--- config.mk ---
export PLATFORM = sky130hd
export DESIGN_NAME = sras_seq
export DESIGN_NICKNAME = d
export VERILOG_FILES = /design/src/hdl/sras_pkg.sv /design/src/hdl/sras_seq.sv
export SDC_FILE = /design/constraint.sdc
export NUM_CORES = 1
export LEC_CHECK = 0
export BUFFER_PORTS_ARGS = -buffer_cell sky130_fd_sc_hd__buf_2
export CAP_MARGIN = 20
export CORE_ASPECT_RATIO = 0.7
export CORE_UTILIZATION = 45
export DETAILED_ROUTE_END_ITERATION = 8
export PLACE_DENSITY_LB_ADDON = 0.12
export SYNTH_ARGS = -nofsm -noshare
export SYNTH_HDL_FRONTEND = slang
export SYNTH_SLANG_ARGS = --single-unit
--- constraint.sdc ---
create_clock -name clk -period 4 [get_ports clk]
set_input_delay 0 -clock clk [delete_from_list [all_inputs] [get_ports clk]]
set_output_delay 0 -clock clk [all_outputs]
set_load 0.02 [all_outputs]
--- src/hdl/sras_pkg.sv ---
// ----------------------------------------------------------------------------
// sras_pkg: shared types and constants for the sequence range add/sum unit
// Holds store geometry, request and error codes, payload structs and the
// sequencer state type.
// ----------------------------------------------------------------------------
package sras_pkg;

	// Store geometry
	localparam int MAX_ELEMENTS = 1024;
	localparam int ADDR_W       = $clog2(MAX_ELEMENTS);
	localparam int CNT_W        = $clog2(MAX_ELEMENTS + 1);
	localparam int DATA_W       = 32;

	// Field widths of the request and result
	localparam int KIND_W  = 2;
	localparam int FIRST_W = 11;
	localparam int LAST_W  = 10;
	localparam int ERR_W   = 2;

	// Width that holds positions and the element count without loss
	localparam int CMP_W = (CNT_W > FIRST_W) ? CNT_W : FIRST_W;

	// Request kinds
	localparam logic [KIND_W-1:0] KIND_INSERT = 2'd0;
	localparam logic [KIND_W-1:0] KIND_ADD    = 2'd1;
	localparam logic [KIND_W-1:0] KIND_SUM    = 2'd2;

	// Error codes
	localparam logic [ERR_W-1:0] ERR_OK   = 2'd0;
	localparam logic [ERR_W-1:0] ERR_FULL = 2'd1;
	localparam logic [ERR_W-1:0] ERR_SPAN = 2'd2;

	// Request payload
	typedef struct packed {
		logic [KIND_W-1:0]         kind;
		logic [FIRST_W-1:0]        first_position;
		logic [LAST_W-1:0]         last_position;
		logic signed [DATA_W-1:0]  operand_value;
	} in_t;

	// Result payload
	typedef struct packed {
		logic signed [DATA_W-1:0]  range_total;
		logic [ERR_W-1:0]          error_code;
	} out_t;

	// Store access from the sequencer
	typedef struct packed {
		logic              we;
		logic [ADDR_W-1:0] waddr;
		logic [DATA_W-1:0] wdata;
		logic              re;
		logic [ADDR_W-1:0] raddr;
	} mem_req_t;

	// Finished result handed to the output register
	typedef struct packed {
		logic              valid;
		logic [DATA_W-1:0] total;
		logic [ERR_W-1:0]  err;
	} res_t;

	// Sequencer states
	typedef enum logic [2:0] {
		ST_IDLE,
		ST_WALK,
		ST_DRAIN,
		ST_PUT,
		ST_FINISH
	} state_t;

endpackage

--- src/hdl/sras_seq.sv ---
// ----------------------------------------------------------------------------
// sras_seq: request sequencer for the sequence store
// Decodes a request, walks the store one element per cycle with a
// read-modify-write pipeline, and hands the finished result onward.
// ----------------------------------------------------------------------------
module sras_seq (
	input  logic                          clk,
	input  logic                          arst_n,
	input  logic                          in_valid,
	output logic                          in_ready,
	input  sras_pkg::in_t                 in_data,
	output sras_pkg::mem_req_t            mem_req,
	input  logic [sras_pkg::DATA_W-1:0]   mem_rdata,
	input  logic                          out_free,
	output sras_pkg::res_t                res
);

	sras_pkg::state_t state_q, state_d;

	logic [sras_pkg::CNT_W-1:0]  count_q;
	logic [sras_pkg::ADDR_W-1:0] ptr_q;
	logic [sras_pkg::ADDR_W-1:0] end_q;
	logic [sras_pkg::KIND_W-1:0] kind_q;
	logic [sras_pkg::DATA_W-1:0] val_q;
	logic [sras_pkg::ERR_W-1:0]  err_q;
	logic [sras_pkg::DATA_W-1:0] total_q;
	logic                        v_s1;
	logic [sras_pkg::ADDR_W-1:0] addr_s1;

	// Request decode
	logic [sras_pkg::CMP_W-1:0]  lo_x, hi_x, cnt_x, at_x;
	logic [sras_pkg::CNT_W-1:0]  cnt_m1;
	logic                        full, span_ok;
	logic [sras_pkg::ERR_W-1:0]  dec_err;
	sras_pkg::state_t            dec_next;
	logic [sras_pkg::ADDR_W-1:0] dec_ptr, dec_end;
	logic                        accept;

	assign accept = in_valid && in_ready;
	assign lo_x   = sras_pkg::CMP_W'(in_data.first_position);
	assign hi_x   = sras_pkg::CMP_W'(in_data.last_position);
	assign cnt_x  = sras_pkg::CMP_W'(count_q);
	assign cnt_m1 = count_q - sras_pkg::CNT_W'(1);
	assign full   = (count_q == sras_pkg::CNT_W'(sras_pkg::MAX_ELEMENTS));
	assign span_ok = (lo_x <= hi_x) && (hi_x < cnt_x);
	assign at_x   = (lo_x > cnt_x) ? cnt_x : lo_x;

	always_comb begin
		dec_err  = sras_pkg::ERR_OK;
		dec_next = sras_pkg::ST_FINISH;
		dec_ptr  = lo_x[sras_pkg::ADDR_W-1:0];
		dec_end  = hi_x[sras_pkg::ADDR_W-1:0];
		case (in_data.kind)
			sras_pkg::KIND_INSERT: begin
				// Shift from the top element down to the insert point
				dec_ptr = cnt_m1[sras_pkg::ADDR_W-1:0];
				dec_end = at_x[sras_pkg::ADDR_W-1:0];
				if (full) begin
					dec_err = sras_pkg::ERR_FULL;
				end else if (at_x == cnt_x) begin
					dec_next = sras_pkg::ST_PUT;
				end else begin
					dec_next = sras_pkg::ST_WALK;
				end
			end
			sras_pkg::KIND_ADD, sras_pkg::KIND_SUM: begin
				if (span_ok) begin
					dec_next = sras_pkg::ST_WALK;
				end else begin
					dec_err = sras_pkg::ERR_SPAN;
				end
			end
			default: begin
				dec_err = sras_pkg::ERR_SPAN;
			end
		endcase
	end

	// Next state
	always_comb begin
		state_d = state_q;
		case (state_q)
			sras_pkg::ST_IDLE: begin
				if (in_valid) state_d = dec_next;
			end
			sras_pkg::ST_WALK: begin
				if (ptr_q == end_q) state_d = sras_pkg::ST_DRAIN;
			end
			sras_pkg::ST_DRAIN: begin
				state_d = (kind_q == sras_pkg::KIND_INSERT) ?
					sras_pkg::ST_PUT : sras_pkg::ST_FINISH;
			end
			sras_pkg::ST_PUT: begin
				state_d = sras_pkg::ST_FINISH;
			end
			sras_pkg::ST_FINISH: begin
				if (out_free) state_d = sras_pkg::ST_IDLE;
			end
			default: begin
				state_d = sras_pkg::ST_IDLE;
			end
		endcase
	end

	// Outputs: handshake, store access, result
	always_comb begin
		in_ready      = (state_q == sras_pkg::ST_IDLE);
		mem_req       = '0;
		res.valid     = (state_q == sras_pkg::ST_FINISH) && out_free;
		res.total     = total_q;
		res.err       = err_q;
		case (state_q)
			sras_pkg::ST_WALK: begin
				mem_req.re    = 1'b1;
				mem_req.raddr = ptr_q;
			end
			sras_pkg::ST_PUT: begin
				mem_req.we    = 1'b1;
				mem_req.waddr = end_q;
				mem_req.wdata = val_q;
			end
			default: begin
			end
		endcase
		// Write back the element read in the cycle before
		if (v_s1 && (kind_q != sras_pkg::KIND_SUM)) begin
			mem_req.we    = 1'b1;
			mem_req.waddr = addr_s1;
			mem_req.wdata = (kind_q == sras_pkg::KIND_ADD) ? (mem_rdata + val_q) : mem_rdata;
		end
	end

	// Control registers
	always_ff @(posedge clk or negedge arst_n) begin
		if (!arst_n) begin
			state_q <= sras_pkg::ST_IDLE;
			count_q <= '0;
			v_s1    <= 1'b0;
		end else begin
			state_q <= state_d;
			v_s1    <= (state_q == sras_pkg::ST_WALK);
			if (state_q == sras_pkg::ST_PUT) begin
				count_q <= count_q + sras_pkg::CNT_W'(1);
			end
		end
	end

	// Request, walk pointer and accumulator
	always_ff @(posedge clk) begin
		if (accept) begin
			kind_q  <= in_data.kind;
			val_q   <= in_data.operand_value;
			err_q   <= dec_err;
			total_q <= '0;
			ptr_q   <= dec_ptr;
			end_q   <= dec_end;
		end else begin
			if (state_q == sras_pkg::ST_WALK) begin
				ptr_q <= (kind_q == sras_pkg::KIND_INSERT) ?
					ptr_q - sras_pkg::ADDR_W'(1) : ptr_q + sras_pkg::ADDR_W'(1);
			end
			if (v_s1 && (kind_q == sras_pkg::KIND_SUM)) begin
				total_q <= total_q + mem_rdata;
			end
		end
		addr_s1 <= (kind_q == sras_pkg::KIND_INSERT) ? ptr_q + sras_pkg::ADDR_W'(1) : ptr_q;
	end

	// The element count never exceeds the store size
	a_count_bound: assert property (@(posedge clk) disable iff (!arst_n)
		count_q <= sras_pkg::CNT_W'(sras_pkg::MAX_ELEMENTS))
		else $error("element count beyond store size");

	// A write never hits the entry being read in the same cycle
	a_no_rw_clash: assert property (@(posedge clk) disable iff (!arst_n)
		!(mem_req.we && mem_req.re && (mem_req.waddr == mem_req.raddr)))
		else $error("store read and write collide");

	// Placing an element grows the count by exactly one
	a_put_count: assert property (@(posedge clk) disable iff (!arst_n)
		(state_q == sras_pkg::ST_PUT) |=>
			(count_q == $past(count_q) + sras_pkg::CNT_W'(1)))
		else $error("insert did not grow the count");

	// Write-back stage follows a walk cycle
	a_s1_origin: assert property (@(posedge clk) disable iff (!arst_n)
		v_s1 |-> ($past(state_q) == sras_pkg::ST_WALK))
		else $error("write-back stage without a read");

	// A result leaves only after the last write-back has drained
	a_res_drained: assert property (@(posedge clk) disable iff (!arst_n)
		res.valid |-> !v_s1)
		else $error("result issued with a write-back pending");

endmodule

==> results.txt, run 1 <==
The cell area after synthesis came out at roughly 9500 sq um. Ranked by total cell area, the synthesized netlist is headed by sky130_fd_sc_hd__edfxtp_1 18%, sky130_fd_sc_hd__ha_1 13%, sky130_fd_sc_hd__dfxtp_1 8.8%, sky130_fd_sc_hd__a21oi_1 6.4%, sky130_fd_sc_hd__xnor2_1 5.8%. Using the TritonRoute via totals, the vias-per-cell ratio works out to 5.597. The final weighted congestion of routability-driven global placement is 0.9670.

The max-slew violation count came out at 0. The number of remaining DRC errors came out at 1. In this run the critical register-to-register path is launched from total_q[0]. The aggregate global-route resource usage is 28.00%. The number of library cell types mapped by synthesis came out at 72.

The flow ran to the end, but the final reports show violations. Dividing the final minimum period by the clock period gives 91.60%. STA classifies the critical path startpoint as a register. The arrival time at the worst endpoint is 3.66 ns. The finished cells cover 11,670 sq um. After synthesis, flip-flops and latches occupy 30.35% of the total area. Across the run, the number of max-cap violations was 0.

The initial core utilization came out at 46.01%. Data on the critical path is required at its endpoint by approximately 4 ns. The quantity of I/O buffers inserted on ports came out at between 150 and 200. The total nets after synthesis came out at 1,339.

The die area came out at 21,820 sq um. At the pin with the least slew margin, the transition time is 1.035 ns. The number of placement rows came out at 44.

The standard cell core area is 20,750 sq um. The via count is ~9.1k. The top achievable clock speed came out at 272.9 MHz. The critical path start-end classification is register to primary output. 0 antenna diodes ended up in the layout. The async set-or-reset flop fraction in the synthesized netlist is a little over an eighth. The total power consumption of the routed design is 5.911 mW. The mean cell area of the mapped netlist came out at 8.333 sq um. The tightest hold path in the finished design has a slack of 0.01966 ns. Cells fill a little under three fifths of the core in the end. In the final layout, the share of cells above drive strength 1 is 18.22%. The count of flip-flops with a built-in enable after synthesis came out at 56.

The floorplan step set the die height to 123.9 um. Setup slack on the worst reg-to-reg path comes out at between 0.6 and 0.7 ns. Among all flip-flop cells after synthesis, the most frequent one is sky130_fd_sc_hd__edfxtp_1. The area overhead of the layout relative to synthesis came out at 22.17%. The final reports fail on DRC. The half-perimeter wire length of the detailed placement result is roughly 23,000 um. In this run the worst hold path is classified as input port to register. In this run the post-CTS setup repair buffer count came out at 0. The clock edge transition at the registers on the reported setup and hold paths came out at 0.06 ns. During synthesis, Yosys emitted a total of 0 warnings. Yosys instantiated no cell more often than sky130_fd_sc_hd__nand2_1.

The cell count after placement came out at 1,555. 181 I/O pins were placed. Synthesis produced a netlist whose cell count is 1,146. The detailed router's first-iteration violation count came out at 800. For this design, the sink count on the clock tree is 113.

The nature of the critical path endpoint is a primary output. The number of antenna violations at the first check in global routing came out at 0. The cell at the root of the clock tree is sky130_fd_sc_hd__clkbuf_16. The share of synthesized area in the top cell type comes to 17.61%. Buffers inserted during clock tree synthesis total 17. The first-pass iteration count of the detailed router came out at 7. The number of hold violations in the final report is 0. The power per cell area is 506.6 nW/um^2.

The most critical setup path has its endpoint at mem_req[42]. The clock insertion delay at the later pin of the skew report came out at 0.43 ns. Of all cell types, the one taking the most synthesized area is sky130_fd_sc_hd__edfxtp_1.

OpenSTA, run right after detailed placement, puts the worst setup slack at 0.6236 ns. The overflow left after global routing is 0. Once layout is complete, the cells apart from fillers number 1,626. The routed wirelength normalized by instance count is 18.79 um. Of all nets on the critical path, the largest fanout is 4. The remaining antenna violation count came out at 0. The final-stage net count came out at 1,530. The via count of the first global-routing pass came out at 7,961.

The sum of routed wire length over all layers is 30,550 um. The worst clock skew is around 0.017 ns. The worst-case clock buffer depth came out at 2. The setup total negative slack is 0 ns. Ranked by instance count, the synthesized netlist is headed by 130 x sky130_fd_sc_hd__nand2_1, 122 x sky130_fd_sc_hd__a21oi_1, 100 x sky130_fd_sc_hd__ha_1. The setup-violating endpoint count in the final report came out at 0. The clock tree from TritonCTS is done.

The count of fill cells added during filler insertion came out at approximately 1.9k. The worst setup margin is 0.3360 ns. The first global-routing pass estimated 45,770 um of wire.

The endpoint identified for the worst register-to-register timing path is total_q[24]. The leakage power total came out at 5.210 nW. The headroom to the max-slew limit came out at a little under a third. Entering global routing, the biggest net connects 54 pins. Tracing the worst setup path back leads to its startpoint at val_q[3].

The width of the die is 176.1 um. The final period demand of the worst path is 3.664 ns. Setup repair after global routing left no endpoint under its margin.

The flop and latch count out of synthesis is ~110. The number of levels in the clock H-tree came out at 4. For the worst flop-to-flop path, the logic depth is 13. The placed cell area came out at 10,660 sq um. The maximum VDD drop came out at 0.2960 mV.
==> flip-flops by register name, summed over array words and instances, names as in the netlist, 3 cells and up <==
signal,flops
cnt_x,11
total_q,32
val_q,32
ptr_q,10
end_q,10
state_q,3
addr_s1,10
==> per-layer routing <==
metal / wire length (um) / GRT usage, % / vias up
met2: 11420 / 35.31 / 356
met3: 2576 / 5.983 / 22
met1: 16250 / 46.34 / 4177
li1: - / - / 4546
met5: 0 / 0 / -
met4: 299 / 5.380 / 0
==> final cells by class <==
cell class	instances	area, sq um	area share [%]
clock inverters	13	147.6	1.266
multi-input cells	929	6277	53.81
repair buffers	229	1366	11.71
well taps	276	345.3	2.960
inverters	47	177.7	1.523
clock buffers	19	454.2	3.893
flip-flops and latches	113	2898	24.84
==> what timing repair did <==
action / in CTS / in global routing
hold endpoints to repair: 53 / 0
setup endpoints to repair: 0 / 6
gates resized for setup: 0 / 4
hold buffers: 39 / 0
==> logic make-up (layout without fill, tap and decap cells) <==
| family | count (synthesis) | after routing | share of synthesized area, % |
|---|---|---|---|
| XOR/XNOR | 102 | 102 | 9.355 |
| AND/OR/NAND/NOR | 369 | 369 | 18.57 |
| flip-flops | 113 | 113 | 30.35 |
| adder cells (fa/ha/maj) | 102 | 102 | 13.52 |
| AO/OA/AOI/OAI | 336 | 336 | 21.89 |
| multiplexers | 20 | 20 | 2.110 |
| buffers and inverters | 104 | 308 | 4.206 |
==> worst max-delay path, stage by stage (launching register included) <==
cell,delay [ns]
sky130_fd_sc_hd__edfxtp_1,0.39
sky130_fd_sc_hd__ha_1,0.35
sky130_fd_sc_hd__o211ai_1,0.11
sky130_fd_sc_hd__o21ai_1,0.35
sky130_fd_sc_hd__a41oi_1,0.20
sky130_fd_sc_hd__o211ai_1,0.37
sky130_fd_sc_hd__nand2_1,0.15
sky130_fd_sc_hd__o311ai_0,0.35
sky130_fd_sc_hd__o211ai_1,0.21
sky130_fd_sc_hd__o21a_1,0.25
sky130_fd_sc_hd__mux2_2,0.27
sky130_fd_sc_hd__nand3_1,0.07
sky130_fd_sc_hd__buf_2,0.18
==> worst min path at each step <==
stage / slack [ns] / depth (start not counted) / startpoint / to
after floorplan: -0.30 / 0 / arst_n / cnt_x[0]
after global placement: -0.05 / 1 / arst_n / state_q[1]
after detailed placement: -0.06 / 1 / arst_n / state_q[1]
after CTS: 0.008 / 3 / in_data[32] / end_q[0]
after global routing: 0.05 / 3 / in_data[36] / end_q[4]
final: 0.02 / 3 / in_data[32] / end_q[0]
==> cell usage in the layout (no fill, tap or decap), types with 4 or more instances in the layout <==
| master | n |
|---|---|
| sky130_fd_sc_hd__o21ai_0 | 74 |
| sky130_fd_sc_hd__a211oi_1 | 11 |
| sky130_fd_sc_hd__inv_1 | 46 |
| sky130_fd_sc_hd__or3_1 | 5 |
| sky130_fd_sc_hd__o21bai_1 | 9 |
| sky130_fd_sc_hd__a22o_1 | 17 |
| sky130_fd_sc_hd__a32oi_1 | 5 |
| sky130_fd_sc_hd__nor2_1 | 81 |
| sky130_fd_sc_hd__o21a_1 | 9 |
| sky130_fd_sc_hd__nor3_1 | 26 |
| sky130_fd_sc_hd__o22ai_1 | 4 |
| sky130_fd_sc_hd__a211o_1 | 4 |
| sky130_fd_sc_hd__dfxtp_1 | 42 |
| sky130_fd_sc_hd__dfrtp_1 | 15 |
| sky130_fd_sc_hd__o31ai_1 | 6 |
| sky130_fd_sc_hd__nor2b_1 | 15 |
| sky130_fd_sc_hd__xor2_1 | 39 |
| sky130_fd_sc_hd__clkbuf_16 | 18 |
| sky130_fd_sc_hd__mux2i_1 | 19 |
| sky130_fd_sc_hd__inv_6 | 5 |
| sky130_fd_sc_hd__and3_1 | 9 |
| sky130_fd_sc_hd__a21o_1 | 23 |
| sky130_fd_sc_hd__ha_1 | 100 |
| sky130_fd_sc_hd__nor4_1 | 6 |
| sky130_fd_sc_hd__o211ai_1 | 16 |
| sky130_fd_sc_hd__nand4_1 | 18 |
| sky130_fd_sc_hd__a21oi_1 | 121 |
| sky130_fd_sc_hd__dlygate4sd3_1 | 39 |
| sky130_fd_sc_hd__edfxtp_1 | 56 |
| sky130_fd_sc_hd__xnor2_1 | 63 |
| sky130_fd_sc_hd__a31oi_1 | 8 |
| sky130_fd_sc_hd__buf_4 | 10 |
| sky130_fd_sc_hd__nand2b_1 | 14 |
| sky130_fd_sc_hd__buf_2 | 180 |
| sky130_fd_sc_hd__nand2_1 | 130 |
| sky130_fd_sc_hd__nand3b_1 | 4 |
| sky130_fd_sc_hd__and2_1 | 9 |
| sky130_fd_sc_hd__nand3_1 | 23 |
| sky130_fd_sc_hd__or2_2 | 5 |
==> where the power goes <==
part | internal [mW] | total [mW] | leakage (nW) | switching, mW
registers | 1.57 | 1.86 | 1.08 | 0.287
logic | 0.978 | 2.48 | 3.83 | 1.50
clock network | 0.964 | 1.57 | 0.294 | 0.609
total | 3.51 | 5.91 | 5.21 | 2.40
Note: power is estimated with default switching activity, not from simulation.
==> run 2: changes to the inputs <==
--- a/config.mk
+++ b/config.mk
@@ -12,2 +12,3 @@
 export DETAILED_ROUTE_END_ITERATION = 8
+export GPL_TIMING_DRIVEN = 0
 export PLACE_DENSITY_LB_ADDON = 0.12
==> constraint.sdc (replaced) <==
create_clock -name clk -period 4 [get_ports clk]
set_input_delay 0.2 -clock clk [delete_from_list [all_inputs] [get_ports clk]]
set_output_delay 0.2 -clock clk [all_outputs]
set_load 0.02 [all_outputs]
==> run 2 against run 1 <==
Net effect:
- the flow now finishes without violations
- worst hold slack hardly changed
- largest cell class unchanged
- global-route usage increased by 2.1 points
- non-clock buffer count up 42
- sequential power decreased by 5%
==> results.txt, run 2 (synthesized netlist as in run 1, its figures left out) <==
The run finished with clean final reports. The overflow left after global routing came out at 0. The setup-violating endpoint count in the final report came out at 0. Setup repair after global routing could not meet its margin everywhere. Summed over all layers, the routed wires come to approximately 32,000 um.

The first-pass iteration count of the detailed router came out at 5. The commonest non-fill, non-tap cell in the layout is sky130_fd_sc_hd__buf_2. The critical path start-end classification is register to primary output. The remaining antenna violation count is 0. Summing all multi-input logic gate instances after layout gives 6285 sq um. The via count of the first global-routing pass is 8,396. The placed cell area came out at 10,800 sq um. The quantity of I/O buffers inserted on ports came out at 180.

The count of placed standard cells in the final layout, fillers left out is roughly 1.7k. The number of antenna violations at the first check in global routing came out at 2. After detailed routing, the number of vias per cell comes to 5.666. The aggregate global-route resource usage is approximately 30%. Once routing completed, OpenROAD measured the worst setup slack at 0.1422 ns.

After routing the design area is 11,770 sq um. The die area is 21,820 sq um. The width of the die came out at between 150 and 200 um. The headroom to the max-slew limit came out at 44.51%. The via count came out at 9,462.

VDD sags by at most 0.3234 mV. The ratio of cells with drive above 1 in the final layout is 17.39%. The startpoint kind of the worst setup timing path is a register. In the final routed layout, each cell accounts on average for 19.32 um.

After the first detailed-routing iteration, the DRC count stood at roughly 800. The worst clock skew came out at 0.01118 ns. The max-slew violation count is 0. Relative to the synthesized area, the layout overhead comes to 23.23%.

From bottom edge to top edge, the die measures 123.9 um. The number of placement rows came out at 44. The number of hold violations in the final report is 0. The half-perimeter wire length of the detailed placement result came out at about 25,000 um. During I/O placement, the number of pins put on the boundary was 181. The signal on the critical path passes through ha_1 -> inv_1 -> fa_1 -> nand2b_1 -> a21oi_2 -> o32ai_2 -> o221ai_2 -> o22ai_2 -> o211ai_1 -> o2111ai_1 -> o22ai_1 -> mux2i_1 -> nand3_1 -> buf_2. For this run, the slowest stage of the critical path takes 0.42 ns.

The number of clock sinks seen by CTS is ~110. For the pin with the worst max-slew slack, the measured transition is 0.8323 ns. The min-delay analysis places its worst path in the category input port to register. The leakage power total came out at 5.221 nW.

In this run the worst path has a maximum fanout of 4. For this run, the top clock speed supported by timing is 259.2 MHz. The clock edge transition at the registers on the reported setup and hold paths is 0.06 ns. The worst slack after detailed placement is around 0.38 ns. The initial utilization of the core area, before any placement, comes to a little under half.

The first-pass GRT wire length came out at 48,880 um. The critical path data required time came out at 3.80 ns. TritonCTS built the clock tree. The final weighted congestion of routability-driven global placement is 0.9378. Entering global routing, the biggest net connects 56 pins. The number of levels in the clock H-tree is 4.

The total CTS buffers is 17. The number of max-cap violations came out at 0. In this run the deepest clock path goes through 2 buffers.

The clock insertion delay at the later pin of the skew report came out at 0.43 ns. At the end of the flow, the number of nets in the layout was around 1.6k. The worst setup path is captured at a primary output. The arrival time at the worst endpoint is 3.66 ns. The core region is just over 20,000 sq um. Summing all flip-flop and latch instances after layout gives 2898 sq um. The period utilization is 96.45%. The count of fill cells added during filler insertion came out at slightly below 2k. The final period demand of the worst path came out at 3.858 ns. The worst hold slack after final layout is roughly 0.02 ns.

In this run the clock root is driven by a sky130_fd_sc_hd__clkbuf_16. The final cell utilization of the core is 56.70%. In this run the power density over the cells is 507.9 nW/um^2. The number of remaining DRC errors is 0. The library cells used most frequently in the layout, excluding fill and tap cells, are 181 x sky130_fd_sc_hd__buf_2, 130 x sky130_fd_sc_hd__nand2_1, 121 x sky130_fd_sc_hd__a21oi_1. On the critical path, the stage with the largest delay is an instance of sky130_fd_sc_hd__fa_1. Once placement completed, the tool counted placed cells totaling roughly 1.6k.
run 2: cell types whose count changed in the layout (fill, tap and decap cells not counted), moves of 2 or more:
cell                            change
sky130_fd_sc_hd__buf_1              +3
sky130_fd_sc_hd__buf_4              -6
sky130_fd_sc_hd__clkbuf_1          +48
sky130_fd_sc_hd__clkinv_2           -2
sky130_fd_sc_hd__clkinvlp_4         +2
sky130_fd_sc_hd__diode_2            +2
sky130_fd_sc_hd__dlygate4sd3_1      -6
sky130_fd_sc_hd__inv_6              -2
sky130_fd_sc_hd__o21ai_1            -2
run 2: cell type report:
type                    instances  area share, %
clock inverters                13          1.063
plain buffers                  56          1.914
clock buffers                  19          3.945
repair buffers                215          10.57
well taps                     276          2.935
diodes                          2        0.04253
multi-input cells             929          53.41
flip-flops and latches        113          24.63
inverters                      47          1.499
run 2: per-layer routing:
layer	GRT usage (%)	wire [um]	vias up
met2	39.07	12260	426
met5	0	0	-
met1	48.02	16220	4364
met4	8.859	491	0
met3	6.044	3289	34
li1	-	-	4638
run 2: final timing paths:
check	depth (start not counted)	endpoint	startpoint	slack, ns
max reg2reg	13	end_q[5]	cnt_x[2]	0.30
min reg2reg	2	total_q[4]	total_q[4]	0.48
max in group asynchronous	2	cnt_x[5]	arst_n	3.44
min	1	kind_q[1]	in_data[54]	0.02
min in group asynchronous	2	state_q[0]	arst_n	0.26
max	14	mem_req[41]	val_q[0]	0.14
run 2: critical path, delay by kind of cell, from the launching register on:
kind	cells	cell delay, ns
AO/OA/AOI/OAI	7	1.50
AND/OR/NAND/NOR	2	0.29
multiplexers	1	0.22
adder cells (fa/ha/maj)	2	0.63
flip-flops	1	0.35
buffers and inverters	2	0.25
run 2: where the power goes:
part | switching (mW) | internal (mW) | total (mW)
clock | 0.626 | 0.916 | 1.54
sequential | 0.189 | 1.57 | 1.76
combinational | 1.66 | 1.01 | 2.68
run 2: through the flow:
stage               TNS (ns)  power, mW
floorplan                  0      3.596
global placement      -12.91      4.327
detailed placement         0      4.343
CTS                        0      5.932
global route        -0.09391      6.354
finish                     0      5.977
run 2: repair_timing:
| item | 4_1_cts | 5_1_grt |
|---|---|---|
| resized for setup | 2 | 6 |
| hold buffers | 33 | 0 |
| hold endpoints to repair | 47 | 0 |
| pin swaps | 0 | 2 |
| buffers inserted | 0 | 1 |
| endpoints found under the setup margin | 2 | 9 |
==> run 3: changes to the inputs <==
Clock period 4 ns to 3.7 ns, I/O delays scaled along.
==> run 3 against run 2 <==
Net effect:
- sequential share of layout area shrank 0.39 points
- die area is the same
- non-clock buffer count is 11 higher
- global-route usage rose by 0.17 points
- power grew 9.9%
- clock power up 8%
- worst hold slack better by 0.18 ns
- highest routed layer unchanged
==> results.txt, run 3 (synthesized netlist as in run 1, its figures left out) <==
The first-pass iteration count of the detailed router is 5. The area of all placed cells without fillers came out at between 10,000 and 15,000 sq um. The commonest non-fill, non-tap cell in the layout is sky130_fd_sc_hd__buf_2. The clock reaches the later pin of the worst-skew pair after between 0.4 and 0.5 ns. The clock passes through at most 2 buffers. The clock period could shrink to 3.655 ns. The arrival time at the worst endpoint is 3.47 ns. The total CTS buffers is 17. The setup path with the least slack is of type register to primary output.

The max-slew violation count came out at 0. The worst register-to-register path begins at cnt_x[2]. Global routing finished with a remaining overflow of 0.

The design internal power came out at about 3.8 mW. The wire-length estimate of the detail-placed layout is 24,830 um. The path class of the tightest hold or removal check is input port to register. In this run the top signal layer used is met4. The die area came out at 21,820 sq um. The number of hold violations in the final report came out at 0. In the layout the commonest cells are 180 x sky130_fd_sc_hd__buf_2, 130 x sky130_fd_sc_hd__nand2_1, 119 x sky130_fd_sc_hd__a21oi_1. The largest stage delay on the critical path is ~0.40 ns.

The switching power came out at 2.731 mW. Wire segments on met2 add up to ~13,000 um in the final route. Dividing total power by cell area gives a power density of 549.4 nW/um^2. The leakage power total is 5.288 nW. After the first detailed-routing iteration, the DRC count stood at 741. The share of power burned in the clock network came out at 25.5%. The detailed route wirelength on metal3 is 3100 um. The period utilization is a little over nine tenths. The worst slack after detailed placement came out at 0.09903 ns. The critical path data required time is between 3 and 4 ns. At the pin with the least slew margin, the transition time is 0.8509 ns. The final cell utilization of the core came out at 57.61%. The standard cell core area is a little over 20,000 sq um. Measured along the x axis, the die boundary spans about 180 um. After clock tree synthesis, the clock-pin slew on the worst setup and hold paths is 0.06 ns. The pin count of the biggest net entering global routing came out at 56.

The number of ports placed on the die boundary came out at about 180. The placed cell area is 10,800 sq um. Including well taps, the total number of placed cells is 1,603. In this run the most critical hold path is launched from out_free. On the final layout, the worst clock skew is 0.009783 ns.

The initial utilization of the core area, before any placement, comes to 46.01%. The ratio of cells with drive above 1 in the final layout is a little under a fifth. The setup total negative slack is 0 ns. The nature of the critical path endpoint is a primary output. The number of placement rows came out at 44. The routed wirelength normalized by instance count came out at 19.47 um. The flow ran to the end, and the final reports show no timing, DRC or antenna violations.

Along the worst path, the maximum fanout reaches 4. The sequential fraction of design power is 29.0%. The slowest stage of the critical path belongs to the cell sky130_fd_sc_hd__edfxtp_1. The number of max-cap violations came out at 0. The number of buffers and inverters on the critical path is 2. The setup-violating endpoint count in the final report is 0. The final-stage net count is 1,583. The number of remaining DRC errors came out at 0.

The sum of routed wire length over all layers is ~33,000 um. Combinational logic is responsible for 45.6% of the overall power. The final weighted congestion of routability-driven global placement is 0.9378. Static timing analysis puts the maximum clock frequency at between 200 and 300 MHz. The number of levels in the clock H-tree came out at 4. The most critical setup path has its startpoint at val_q[1]. The die is between 100 and 150 um tall. Using the TritonRoute via totals, the vias-per-cell ratio works out to 5.704.

The multi-input logic area is 6381 sq um. The first global-routing pass estimated 49,180 um of wire. VDD sags by at most 0.3529 mV. The quantity of I/O buffers inserted on ports came out at between 150 and 200. TritonCTS built the clock tree. In the final routing, the length of wire on met1 measures around 17,000 um. The area taken by flip-flops and latches came out at 2898 sq um. The via count of the first global-routing pass came to 8,449. The startpoint kind of the worst setup timing path is a register. The remaining antenna violation count is 0.

After filler insertion, the fill cell instance count of the layout stands at 1,939. The family with the most delay on the worst path is compound AO/OA/AOI/OAI gates. The worst setup margin came out at approximately 0.045 ns. The area overhead of the layout relative to synthesis is 25.21%.

The aggregate global-route resource usage came out at 30.26%. The number of antenna violations at the first check in global routing came out at 2. The routed layout has 9,588 vias. The finished layout holds about 1.7k standard cells, fillers aside. Walking the worst path, the cells encountered are ha_1 -> a211oi_2 -> o21ai_2 -> buf_4 -> a41o_1 -> a211oi_1 -> nor2_1 -> o41ai_2 -> o21ai_1 -> xnor2_1 -> o21ai_0 -> a22o_1 -> buf_2.

The headroom to the max-slew limit is 43.28%. Setup repair after global routing could not meet its margin everywhere. The number of clock sinks seen by CTS came out at 113. The cell sitting at the root of the clock tree is a sky130_fd_sc_hd__clkbuf_16. The switching share of total power came out at 41.58%.
## run 3: cell types whose count changed in the layout (fill, tap and decap cells not counted), sizes merged
cell         previous run  this run
buf                   188       195
dlygate4sd3            33        35
clkbuf                 69        71
## run 3: what timing repair did
item                                   in CTS  in global routing
buffers inserted                            3                  6
resized for setup                          13                 18
pin swaps                                   6                 15
hold buffers                               35                  0
endpoints found under the hold margin      49                  0
setup endpoints to repair                  11                 22
## run 3: worst paths after layout
check	cells after the start	end	slack (ns)
setup / recovery	13	mem_req[28]	0.04
hold / removal	5	state_q[2]	0.20
setup reg to reg	13	end_q[5]	0.21
hold reg to reg	2	total_q[4]	0.48
max in group asynchronous	2	cnt_x[5]	3.16
min in group asynchronous	2	state_q[0]	0.24
## run 3: power by group through the flow
stage | combinational, mW | sequential, mW | clock (mW)
global placement | 2.75 | 1.93 | 0
floorplan | 1.97 | 1.92 | 0
CTS | 2.87 | 1.90 | 1.68
detailed placement | 2.77 | 1.92 | 0
global route | 3.28 | 1.94 | 1.74
finish | 2.99 | 1.90 | 1.67
## run 3: final cells by class
class	count	area share (%)
well taps	276	2.888
diodes	2	0.04186
inverters	47	1.476
multi-input cells	929	53.37
plain buffers	57	1.936
flip-flops and latches	113	24.24
repair buffers	225	11.12
clock inverters	13	1.046
clock buffers	19	3.882
## run 3: worst reg2reg max path, cell delays in order (launching register included)
cell and delay [ns]:
sky130_fd_sc_hd__dfrtp_1 0.32, sky130_fd_sc_hd__clkbuf_1 0.35, sky130_fd_sc_hd__inv_1 0.23, sky130_fd_sc_hd__ha_1 0.35, sky130_fd_sc_hd__o21a_1 0.11, sky130_fd_sc_hd__o21ai_0 0.07
sky130_fd_sc_hd__a21oi_1 0.14, sky130_fd_sc_hd__o31a_1 0.12, sky130_fd_sc_hd__o21ai_0 0.07, sky130_fd_sc_hd__a211oi_1 0.36, sky130_fd_sc_hd__o31a_1 0.29, sky130_fd_sc_hd__clkbuf_2 0.33
sky130_fd_sc_hd__mux2i_1 0.14, sky130_fd_sc_hd__a21oi_1 0.38
## run 3: metrics by stage
stage / total power [mW] / hold WS, ns
final: 6.569 / 0.1997
after global routing: 6.962 / 0.2108
after CTS: 6.454 / 0.1809
after detailed placement: 4.695 / 0.1293
after global placement: 4.678 / 0.1232
after floorplan: 3.888 / -0.1106
## run 3: metal layers
metal / up-vias / global-route usage (%)
met2: 413 / 39.47
met5: - / 0
li1: 4652 / -
met3: 32 / 6.502
met1: 4491 / 47.93
met4: 0 / 8.859
